## src/hdl/assert_macros.svh

```systemverilog
// assertion macros included by the parser rtl file
`ifndef ASSERT_MACROS_SVH
`define ASSERT_MACROS_SVH

// concurrent check on the rising clock edge, off while reset is low
`define ASSERT_CLKD(label, clk, rst_n, prop) \
  label: assert property (@(posedge clk) disable iff (!rst_n) prop) \
    else $error("assertion failed");

// same check with a caller-supplied message
`define ASSERT_CLKD_MSG(label, clk, rst_n, prop, msg) \
  label: assert property (@(posedge clk) disable iff (!rst_n) prop) \
    else $error(msg);

`endif

```

## src/hdl/mdp_pkg.sv

```systemverilog
// types, codes and decode function for the method descriptor parser
package mdp_pkg;

  // one input request: a descriptor character
  typedef struct packed {
    logic       start_req;
    logic [7:0] ch;
  } in_req_t;

  // one result
  typedef struct packed {
    logic [1:0] error_kind;
    logic [7:0] arg_count;
    logic [3:0] ret_type;
    logic       ret_array;
  } out_rsp_t;

  // parser phase, one-hot
  typedef enum logic [6:0] {
    PH_IDLE      = 7'b000_0001,
    PH_ARGS      = 7'b000_0010,
    PH_ARGS_ARR  = 7'b000_0100,
    PH_ARG_CLASS = 7'b000_1000,
    PH_RET       = 7'b001_0000,
    PH_RET_CLASS = 7'b010_0000,
    PH_DONE      = 7'b100_0000
  } phase_e;

  // error codes
  localparam logic [1:0] ERR_OK         = 2'd0;
  localparam logic [1:0] ERR_BAD_LETTER = 2'd1;
  localparam logic [1:0] ERR_NOT_METHOD = 2'd2;

  // type codes
  localparam logic [3:0] TY_BYTE    = 4'd0;
  localparam logic [3:0] TY_CHAR    = 4'd1;
  localparam logic [3:0] TY_DOUBLE  = 4'd2;
  localparam logic [3:0] TY_FLOAT   = 4'd3;
  localparam logic [3:0] TY_INT     = 4'd4;
  localparam logic [3:0] TY_LONG    = 4'd5;
  localparam logic [3:0] TY_SHORT   = 4'd6;
  localparam logic [3:0] TY_BOOLEAN = 4'd7;
  localparam logic [3:0] TY_VOID    = 4'd8;
  localparam logic [3:0] TY_REF     = 4'd9;
  localparam logic [3:0] TY_NONE    = 4'd15;

  // descriptor characters
  localparam logic [7:0] CH_OPEN  = 8'h28; // (
  localparam logic [7:0] CH_CLOSE = 8'h29; // )
  localparam logic [7:0] CH_SEMI  = 8'h3B; // ;
  localparam logic [7:0] CH_CLASS = 8'h4C; // L
  localparam logic [7:0] CH_ARRAY = 8'h5B; // [

  localparam logic [7:0] CNT_MAX = 8'hFF;

  // primitive letter to type code
  function automatic logic [3:0] letter_type(input logic [7:0] c);
    logic [3:0] t;
    unique case (c)
      8'h42:   t = TY_BYTE;    // B
      8'h43:   t = TY_CHAR;    // C
      8'h44:   t = TY_DOUBLE;  // D
      8'h46:   t = TY_FLOAT;   // F
      8'h49:   t = TY_INT;     // I
      8'h4A:   t = TY_LONG;    // J
      8'h53:   t = TY_SHORT;   // S
      8'h5A:   t = TY_BOOLEAN; // Z
      8'h56:   t = TY_VOID;    // V
      default: t = TY_NONE;
    endcase
    return t;
  endfunction

endpackage

```

## src/hdl/method_descriptor_parser.sv

```systemverilog
// method descriptor parser top level
//
// Takes one descriptor character per request and gives one result when the
// return type completes or an error is found. A request is registered at
// acceptance into the input register and decoded from there into the result
// register when it can take a new value. One character is accepted every
// cycle; the input stalls only while the input register holds a
// character and the result register is full and stalled.
// Characters after a result are ignored until the next start request.
module method_descriptor_parser (
  input  logic              clk_i,
  input  logic              rst_ni,
  input  logic              in_valid_i,
  output logic              in_stall_o,
  input  mdp_pkg::in_req_t  in_req_i,
  output logic              out_valid_o,
  input  logic              out_stall_i,
  output mdp_pkg::out_rsp_t out_rsp_o
);
  import mdp_pkg::*;

`include "assert_macros.svh"

  logic     in_valid_q;
  in_req_t  in_req_q;
  logic     out_valid_q, out_valid_d;
  out_rsp_t out_rsp_q, out_rsp_d;
  phase_e   phase_q, phase_d;
  logic [7:0] cnt_q, cnt_d, cnt_inc;
  logic     arr_q, arr_d;
  logic     out_free, proc, emit;
  logic [3:0] ty;

  // handshake
  assign out_free   = !out_valid_q || !out_stall_i;
  assign proc       = in_valid_q && out_free;
  assign in_stall_o = in_valid_q && !out_free;

  // input register
  always_ff @(posedge clk_i or negedge rst_ni) begin
    if (!rst_ni) begin
      in_valid_q <= 1'b0;
    end else if (!in_stall_o) begin
      in_valid_q <= in_valid_i;
    end
  end

  always_ff @(posedge clk_i) begin
    if (in_valid_i && !in_stall_o) begin
      in_req_q <= in_req_i;
    end
  end

  // decode of the registered character
  assign cnt_inc = (cnt_q == CNT_MAX) ? cnt_q : cnt_q + 8'd1;
  assign ty      = letter_type(in_req_q.ch);

  always_comb begin
    phase_d   = phase_q;
    cnt_d     = cnt_q;
    arr_d     = arr_q;
    emit      = 1'b0;
    out_rsp_d = '{error_kind: ERR_OK, arg_count: cnt_q, ret_type: TY_BYTE,
                  ret_array: 1'b0};
    if (proc) begin
      if (in_req_q.start_req) begin
        cnt_d = '0;
        arr_d = 1'b0;
        if (in_req_q.ch != CH_OPEN) begin
          emit                 = 1'b1;
          out_rsp_d.error_kind = ERR_NOT_METHOD;
          out_rsp_d.arg_count  = '0;
          phase_d              = PH_DONE;
        end else begin
          phase_d = PH_ARGS;
        end
      end else begin
        unique case (phase_q)
          PH_ARGS, PH_ARGS_ARR: begin
            if (in_req_q.ch == CH_CLOSE && phase_q == PH_ARGS) begin
              phase_d = PH_RET;
            end else if (in_req_q.ch == CH_ARRAY) begin
              phase_d = PH_ARGS_ARR;
            end else if (in_req_q.ch == CH_CLASS) begin
              phase_d = PH_ARG_CLASS;
            end else if (ty == TY_NONE || ty == TY_VOID) begin
              emit                 = 1'b1;
              out_rsp_d.error_kind = ERR_BAD_LETTER;
              phase_d              = PH_DONE;
            end else begin
              cnt_d   = cnt_inc;
              phase_d = PH_ARGS;
            end
          end
          PH_ARG_CLASS: begin
            if (in_req_q.ch == CH_SEMI) begin
              cnt_d   = cnt_inc;
              phase_d = PH_ARGS;
            end
          end
          PH_RET: begin
            if (in_req_q.ch == CH_ARRAY) begin
              arr_d = 1'b1;
            end else if (in_req_q.ch == CH_CLASS) begin
              phase_d = PH_RET_CLASS;
            end else if (ty == TY_NONE || (ty == TY_VOID && arr_q)) begin
              emit                 = 1'b1;
              out_rsp_d.error_kind = ERR_BAD_LETTER;
              phase_d              = PH_DONE;
            end else begin
              emit                = 1'b1;
              out_rsp_d.ret_type  = ty;
              out_rsp_d.ret_array = arr_q;
              phase_d             = PH_DONE;
            end
          end
          PH_RET_CLASS: begin
            if (in_req_q.ch == CH_SEMI) begin
              emit                = 1'b1;
              out_rsp_d.ret_type  = TY_REF;
              out_rsp_d.ret_array = arr_q;
              phase_d             = PH_DONE;
            end
          end
          default: begin
            // idle or done: character ignored
          end
        endcase
      end
    end
  end

  // result register valid
  always_comb begin
    if (proc) begin
      out_valid_d = emit;
    end else if (!out_stall_i) begin
      out_valid_d = 1'b0;
    end else begin
      out_valid_d = out_valid_q;
    end
  end

  // parser state and result valid
  always_ff @(posedge clk_i or negedge rst_ni) begin
    if (!rst_ni) begin
      phase_q     <= PH_IDLE;
      cnt_q       <= '0;
      arr_q       <= 1'b0;
      out_valid_q <= 1'b0;
    end else begin
      phase_q     <= phase_d;
      cnt_q       <= cnt_d;
      arr_q       <= arr_d;
      out_valid_q <= out_valid_d;
    end
  end

  // result payload
  always_ff @(posedge clk_i) begin
    if (emit) begin
      out_rsp_q <= out_rsp_d;
    end
  end

  assign out_valid_o = out_valid_q;
  assign out_rsp_o   = out_rsp_q;

  // checks
  `ASSERT_CLKD(a_rise_done, clk_i, rst_ni, $rose(out_valid_q) |-> phase_q == PH_DONE)
  `ASSERT_CLKD(a_stall_held, clk_i, rst_ni, in_stall_o |-> in_valid_q && out_valid_q)
  `ASSERT_CLKD_MSG(a_err_clean, clk_i, rst_ni, out_valid_q && out_rsp_q.error_kind != ERR_OK |-> out_rsp_q.ret_type == TY_BYTE && !out_rsp_q.ret_array, "error result carries a type")
  `ASSERT_CLKD_MSG(a_not_method, clk_i, rst_ni, out_valid_q && out_rsp_q.error_kind == ERR_NOT_METHOD |-> out_rsp_q.arg_count == 8'd0, "bad first character with arguments")
  `ASSERT_CLKD(a_type_range, clk_i, rst_ni, out_valid_q |-> out_rsp_q.ret_type <= TY_REF && out_rsp_q.error_kind != 2'd3)

endmodule

```

## config.mk

```make
export PLATFORM = sky130hd
export DESIGN_NAME = method_descriptor_parser
export DESIGN_NICKNAME = d
export VERILOG_FILES = /design/src/hdl/mdp_pkg.sv /design/src/hdl/method_descriptor_parser.sv
export VERILOG_INCLUDE_DIRS = /design/src /design/src/hdl
export SDC_FILE = /design/constraint.sdc
export NUM_CORES = 1
export LEC_CHECK = 0
export BUFFER_PORTS_ARGS = -buffer_cell sky130_fd_sc_hd__buf_2
export CORE_UTILIZATION = 40
export CTS_CLUSTER_SIZE = 16
export DETAILED_ROUTE_END_ITERATION = 7
export GPL_TIMING_DRIVEN = 0
export SLEW_MARGIN = 20
export SYNTH_ARGS = -nofsm -noshare
export SYNTH_HDL_FRONTEND = slang
export SYNTH_SLANG_ARGS = --single-unit
```

## constraint.sdc

```tcl
create_clock -name clk_i -period 3 [get_ports clk_i]
set_input_delay 0.6 -clock clk_i [delete_from_list [all_inputs] [get_ports clk_i]]
set_output_delay 0.6 -clock clk_i [all_outputs]
set_load 0.01 [all_outputs]
```

==> reports/qor.txt, run 1 <==
Most used DFF post-synth -> edfxtp_1
Slew Limit Headroom -> 54.6%
initial antenna violation count -> 0
Fin Clk Skew -> 0.00771 ns
placed instance count -> 330
initial DRC count -> 130
IO buf count -> 29
Final period util -> 86.2%
Leak Pwr -> 1.10 nW
DIE HEIGHT -> 79.2 um
RSZ-0062 raised after global routing -> no
status -> completed
total CTS buffers -> 5
via count -> 1837
Final min period -> 2.59 ns
CTS tree -> yes
DRT Pass-1 Iters -> 4
Post-route DRC -> 0
Hold Violations, Final -> 0
largest net degree at the start of global routing -> 19
global-route wire length before repair -> 8.28 mm
Layout Nets -> 281
max-slew violations -> 0
Gate Count Post-Synth -> 229
Fmax -> 387 MHz
Placed Area -> 0.00262 mm^2
core area -> 0.00561 mm^2
number of global-route vias before repair -> 1754
Clock Sinks -> 42
CTS root buffer -> clkbuf_8
CP Launch Type -> register
post-detailed-route count of antenna-violating nets -> 0
Worst Hold Class -> primary input to async pin
Initial Util -> 42.5%
post-route cell area -> 0.00278 mm^2
syn_nets -> 243
Max Cap Viol -> 0
pwr dens -> 467 mW/mm^2
internal reg-to-reg setup slack -> 0.41 ns
CTS max path bufs -> 2
cell row count -> 27
Post-synth EDFFs -> 24
VDD IR max -> 0.000332 V
Horiz. Die Dim -> 79.2 um
wire per inst -> 14.1 um
synth-to-layout area growth -> 16.8%
I/O Pins -> 30
WS Path Type -> register to register
cts hold-fix bufs -> 0
post-CTS sizing -> 0
synthesized cell area -> 0.00238 mm^2
H-Tree Level Count -> 2
final non-filler cell total -> 340
post-CTS setup buffers -> 2
R2R depth -> 6
vias per cell -> 5.40
Ant. Diodes -> 0
synth unique cells -> 64
total power -> 1.30 mW
Worst Path Arrival -> 2.61 ns
WP data required -> 3.02 ns
Final Setup Violations -> 0
die area -> 0.00627 mm^2
synthesis-stage register bit count -> 42
global placer's final weighted congestion -> 0.850
r2r startpoint -> in_req_q[3]
mean area per synthesized cell -> 10.4 um^2
fraction of layout cells with a size suffix above 1 -> 23.9%
Seq/Total Area, Yosys -> 49.2%
Worst Path Max Fanout -> 15
WL final -> 4.79 mm
Clock transition at path regs -> 0.08 ns
Synth warnings -> 0
Worst-Margin Slew -> 0.674 ns
GR Overflow Total -> 0
Worst-Skew Late Latency -> 0.30 ns
hpwl dp -> 3.54 mm
Total Routing Usage GR -> 17.3%
FFs w/ async S/R, synth -> 42.9%
CP endpoint kind -> register
Worst R2R End -> out_rsp_o[9]
[critical path, cell delays in order, from the launching register on]
cell,delay [ns]
edfxtp_1,0.41
buf_1,0.42
o21ai_0,0.23
o211ai_1,0.51
nand4_1,0.25
a22oi_2,0.29
buf_12,0.18
[flip-flops by register name, summed over array words and instances (netlist names)]
register,count
out_rsp_o,15
in_req_q,9
cnt_q,8
phase_q,7
arr_q,1
in_valid_q,1
out_valid_o,1
[cell type report]
| class | instances | area (um^2) |
|---|---|---|
| repair buffers | 31 | 173 |
| plain buffers | 9 | 46.3 |
| multi-input cells | 168 | 1130 |
| fillers | 534 | 2820 |
| well taps | 72 | 90.1 |
| clock buffers | 5 | 68.8 |
| clock inverters | 3 | 68.8 |
| flip-flops and latches | 42 | 1170 |
| inverters | 10 | 37.5 |
[cells in the mapped netlist, types with 3 or more instances]
cell | instances | share of area (%)
a22oi_1 | 3 | 0.94
o211ai_1 | 3 | 0.94
nand2b_1 | 12 | 3.1
edfxtp_1 | 24 | 30
dfrtp_1 | 17 | 18
nor3_1 | 3 | 0.63
inv_1 | 10 | 1.6
buf_2 | 4 | 0.84
nor3b_1 | 3 | 0.94
nand4_1 | 8 | 2.1
nor4_1 | 3 | 0.79
o21ai_1 | 3 | 0.63
nor2b_1 | 3 | 0.79
clkbuf_1 | 3 | 0.47
mux2i_1 | 4 | 1.7
nand3_1 | 6 | 1.3
nand2_1 | 14 | 2.2
nor2_1 | 19 | 3.0
o21ai_0 | 9 | 1.9
and2_1 | 10 | 2.6
mux2_2 | 3 | 1.4
a21oi_1 | 12 | 2.5
[cells in the final DEF (no fill, tap or decap), types with 8 or more instances in the layout]
master,instances
a21oi_1,12
and2_1,10
dfrtp_1,17
inv_1,10
nor2_1,19
nand2b_1,12
edfxtp_1,24
nand2_1,14
buf_2,33
nand4_1,8
o21ai_0,9
[metal layers]
metal / track usage [%] / wire length, um
met3: 3.91 / 205
met2: 27.8 / 2160
met1: 22.8 / 2360
met5: 0 / 0
met4: 5.82 / 67
[logic make-up after synthesis]
family,after synthesis,share of synthesized area [%]
and+or+nand+nor,102,25.6
AOI/OAI and AO/OA,53,16.0
DFF,42,49.2
buffers and inverters,19,3.52
muxes,9,4.04
xor gates and xnor gates,3,1.10
adders and majority gates,1,0.525
[where the power goes]
group	total (mW)	internal, mW	switching, mW
registers	0.637	0.627	0.0106
clock network	0.537	0.333	0.204
logic	0.127	0.0469	0.0799
[worst max path at each step]
stage                 from            to  depth (start not counted)
5_1_grt        in_req_q[3]  out_rsp_o[0]                          6
4_1_cts        in_req_q[3]  out_rsp_o[3]                          6
3_3_place_gp    phase_q[1]  out_rsp_o[9]                          6
2_1_floorplan   phase_q[1]  out_rsp_o[0]                          6
3_5_place_dp    phase_q[1]  out_rsp_o[9]                          6
6_report       in_req_q[3]  out_rsp_o[9]                          6
[metrics by stage]
stage	utilization [%]	hold WS, ns	setup TNS (ns)	setup WS [ns]
2_1_floorplan	-	0.304	0	0.328
3_3_place_gp	46.7	0.499	-0.125	-0.00882
3_5_place_dp	46.7	0.504	-0.427	-0.0290
4_1_cts	49.6	0.239	0	0.454
5_1_grt	49.6	0.248	0	0.194
6_report	49.6	0.219	0	0.413
(Power assumes the default switching activity.)
==> run 2, diff against run 1 <==
--- a/config.mk
+++ b/config.mk
@@ -6,6 +6,7 @@
 export SDC_FILE = /design/constraint.sdc
 export NUM_CORES = 1
 export LEC_CHECK = 0
+export ABC_AREA = 1
 export BUFFER_PORTS_ARGS = -buffer_cell sky130_fd_sc_hd__buf_2
 export CORE_UTILIZATION = 40
 export CTS_CLUSTER_SIZE = 16
==> run 2 against run 1 <==
Sequential power rose by 11%. Clock skew is 0.0037 ns higher. Flip-flop and latch count is the same. Critical path depth is 5 higher. Non-clock buffer count decreased by 9. Area after synthesis decreased by 3.0%. Via count decreased by 0.11%. Clock power shrank 34%. Critical endpoint is now out_rsp_o[1]. Largest power group unchanged.
==> reports/qor.txt, run 2 <==
largest net degree at the start of global routing -> 19 (unchanged)
DIE HEIGHT -> 78.0 um (was 79.2 um)
Synth warnings -> 0 (unchanged)
Max Cap Viol -> 0 (unchanged)
Layout Nets -> 333 (was 281)
Fin Clk Skew -> 0.0114 ns (was 0.00771 ns)
Leak Pwr -> 1.21 nW (was 1.10 nW)
slowest CP cell -> nand2_1 (was o211ai_1)
Final min period -> 2.36 ns (was 2.59 ns)
Final Setup Violations -> 0 (unchanged)
Synth top area share -> 31.2% (was 30.2%)
die area -> 0.00609 mm^2 (was 0.00627 mm^2)
mean area per synthesized cell -> 8.17 um^2 (was 10.4 um^2)
fill count -> 549 (was 534)
cell row count -> 27 (unchanged)
Yosys top cell by area -> edfxtp_1 (unchanged)
cts hold-fix bufs -> 0 (unchanged)
FFs w/ async S/R, synth -> 42.9% (unchanged)
global placer's final weighted congestion -> 0.873 (was 0.850)
Horiz. Die Dim -> 78.0 um (was 79.2 um)
I/O Pins -> 30 (unchanged)
max-slew violations -> 0 (unchanged)
WL met2 -> 1.80 mm (was 2.16 mm)
CP endpoint kind -> register (unchanged)
synth-to-layout area growth -> 13.9% (was 16.8%)
met1 wire length -> 2.11 mm (was 2.36 mm)
final setup margin -> 0.642 ns (was 0.413 ns)
multi-input logic area -> 971 um^2 (was 0.00113 mm^2)
Commonest cells post-synth -> nand2_1 (77), nor2_1 (46), inv_1 (29) (was edfxtp_1 (24), nor2_1 (19), dfrtp_1 (17))
commonest non-fill, non-tap cell in the layout -> nand2_1 (was buf_2)
R2R depth -> 11 (was 6)
Final period util -> 78.6% (was 86.2%)
Largest delay share family, worst path -> simple AND/OR/NAND/NOR gates (was compound AO/OA/AOI/OAI gates)
Seq/Total Area, Yosys -> 50.7% (was 49.2%)
post-CTS sizing -> 0 (unchanged)
DR WL met3 -> 284 um (was 205 um)
post-detailed-route count of antenna-violating nets -> 0 (unchanged)
CTS tree -> yes (unchanged)
fraction of layout cells with a size suffix above 1 -> 21.6% (was 23.9%)
WL final -> 4.27 mm (was 4.79 mm)
hpwl dp -> 3.29 mm (was 3.54 mm)
total CTS buffers -> 5 (unchanged)
VDD IR max -> 0.000169 V (was 0.000332 V)
Worst Path Max Fanout -> 15 (unchanged)
pwr dens -> 494 mW/mm^2 (was 467 mW/mm^2)
Worst-Margin Slew -> 0.581 ns (was 0.674 ns)
synthesis-stage register bit count -> 42 (unchanged)
WS Path Type -> register to register (unchanged)
Worst setup startpoint -> phase_q[1] (was in_req_q[3])
CTS root buffer -> clkbuf_8 (unchanged)
Post-synth EDFFs -> 24 (unchanged)
Most used DFF post-synth -> edfxtp_1 (unchanged)
post-CTS setup buffers -> 0 (was 2)
initial DRC count -> 117 (was 130)
initial antenna violation count -> 0 (unchanged)
WP data required -> 2.93 ns (was 3.02 ns)
synthesized cell area -> 0.00231 mm^2 (was 0.00238 mm^2)
most common cell in the synthesized netlist -> nand2_1 (was edfxtp_1)
Gate Count Post-Synth -> 283 (was 229)
RSZ-0062 raised after global routing -> no (unchanged)
Fmax -> 424 MHz (was 387 MHz)
syn_nets -> 297 (was 243)
Initial Util -> 41.7% (was 42.5%)
Worst Hold Class -> primary input to async pin (unchanged)
post-route cell area -> 0.00263 mm^2 (was 0.00278 mm^2)
crit-path max cell delay -> 0.47 ns (was 0.51 ns)
r2r startpoint -> phase_q[1] (was in_req_q[3])
CP Launch Type -> register (unchanged)
core area -> 0.00554 mm^2 (was 0.00561 mm^2)
max reg flops -> 15 (unchanged)
vias per cell -> 4.68 (was 5.40)
Storage cell area -> 0.00117 mm^2 (unchanged)
Slew Limit Headroom -> 61.2% (was 54.6%)
number of global-route vias before repair -> 1698 (was 1754)
most frequent CP cell -> nand2_1
global-route wire length before repair -> 7.73 mm (was 8.28 mm)
H-Tree Level Count -> 2 (unchanged)
Clock Sinks -> 42 (unchanged)
Total Routing Usage GR -> 16.3% (was 17.3%)
wire per inst -> 10.9 um (was 14.1 um)
total power -> 1.30 mW (about the same)
Post-route DRC -> 0 (unchanged)
cells along the critical path -> nor2_2 -> nand3_2 -> nor2_4 -> inv_2 -> nor2_1 -> inv_2 -> nand2_1 -> inv_1 -> nand2_1 -> nand2_1 -> nand2_1 (was buf_1 -> o21ai_0 -> o211ai_1 -> nand4_1 -> a22oi_2 -> buf_12)
DRT Pass-1 Iters -> 4 (unchanged)
Placed Area -> 0.00255 mm^2 (was 0.00262 mm^2)
pre-CTS setup slack -> 0.494 ns (was -0.0290 ns)
Hold Violations, Final -> 0 (unchanged)
via count -> 1835 (was 1837)
synth unique cells -> 32 (was 64)
DR top layer -> met4 (unchanged)
Ant. Diodes -> 0 (unchanged)
GR Overflow Total -> 0 (unchanged)
Critical Path Stages -> 11 (was 6)
total negative slack -> 0 ns (unchanged)
CP bufs+invs -> 3 (was 2)
CTS max path bufs -> 2 (unchanged)
synth top area cells -> edfxtp_1 (31%), dfrtp_1 (18%), nand2_1 (13%) (was edfxtp_1 (30%), dfrtp_1 (18%), nand2b_1 (3.1%))
Worst Path Arrival -> 2.29 ns (was 2.61 ns)
Clock transition at path regs -> 0.08 ns (about the same)
status -> completed (unchanged)
Worst-Skew Late Latency -> 0.30 ns (about the same)
commonest non-fill, non-tap cells in the layout -> nand2_1 (77), nor2_1 (46), inv_1 (29), buf_2 (29), edfxtp_1 (24) (was buf_2 (33), edfxtp_1 (24), nor2_1 (19))
IO buf count -> 29 (unchanged)
==> run 2: changes by cell type after synthesis, moves of 11 or more <==
| cell | before | now |
|---|---|---|
| nand2_1 | 14 | 77 |
| nor2_1 | 19 | 46 |
| inv_1 | 10 | 29 |
| nand3_1 | 6 | 20 |
| nand2b_1 | 12 | 0 |
| inv_2 | 0 | 11 |
==> run 2: kinds of logic (layout without fill, tap and decap cells) <==
| group | count (synthesis) | in the layout | synth area share, % |
|---|---|---|---|
| and+or+nand+nor | 178 | 178 | 36.5 |
| xor gates and xnor gates | 4 | 4 | 1.51 |
| buffers and inverters | 43 | 80 | 7.30 |
| DFF | 42 | 42 | 50.7 |
| AOI/OAI and AO/OA | 15 | 15 | 3.46 |
| adders and majority gates | 1 | 1 | 0.541 |
==> run 2: where the power goes <==
| group | leakage (nW) | switching (mW) | internal [mW] |
|---|---|---|---|
| Combinational | 0.696 | 0.153 | 0.0821 |
| Clock | 0.0452 | 0.192 | 0.164 |
| Sequential | 0.470 | 0.0386 | 0.670 |
| Total | 1.21 | 0.384 | 0.916 |
==> run 2: per-stage QoR <==
step                instances  utilization, %  hold slack (ns)
floorplan                 283               -            0.304
global placement          384            46.0            0.468
detailed placement        384            46.0            0.467
CTS                       392            47.5            0.233
global route              392            47.5            0.250
finish                    392            47.5            0.233
==> run 2: per-layer routing <==
layer | global-route usage [%] | vias to the layer above
met5 | 0 | -
li1 | - | 972
met1 | 22.7 | 807
met3 | 3.72 | 7
met4 | 6.11 | 0
met2 | 24.8 | 49
==> run 2: final cells by class <==
cell class / count / share of cell area, %
multi-input cells: 198 / 36.9
plain buffers: 2 / 0.570
inverters: 41 / 5.84
clock buffers: 6 / 2.76
flip-flops and latches: 42 / 44.5
repair buffers: 29 / 5.51
well taps: 72 / 3.42
clock inverters: 2 / 0.523
==> run 2: final timing paths <==
check / endpoint / slack, ns
min: cnt_q[4] / 0.23
max: out_rsp_o[1] / 0.64
min in group clk_i: in_req_q[3] / 0.47
min reg2reg: phase_q[0] / 0.48
max reg2reg: out_rsp_o[1] / 0.64
max in group asynchronous: phase_q[0] / 2.43
==> run 2: worst reg2reg max path: cells and delay by family (launching register included) <==
kind,cells,cell delay (ns)
and+or+nand+nor,8,1.42
buffers and inverters,3,0.17
DFF,1,0.41
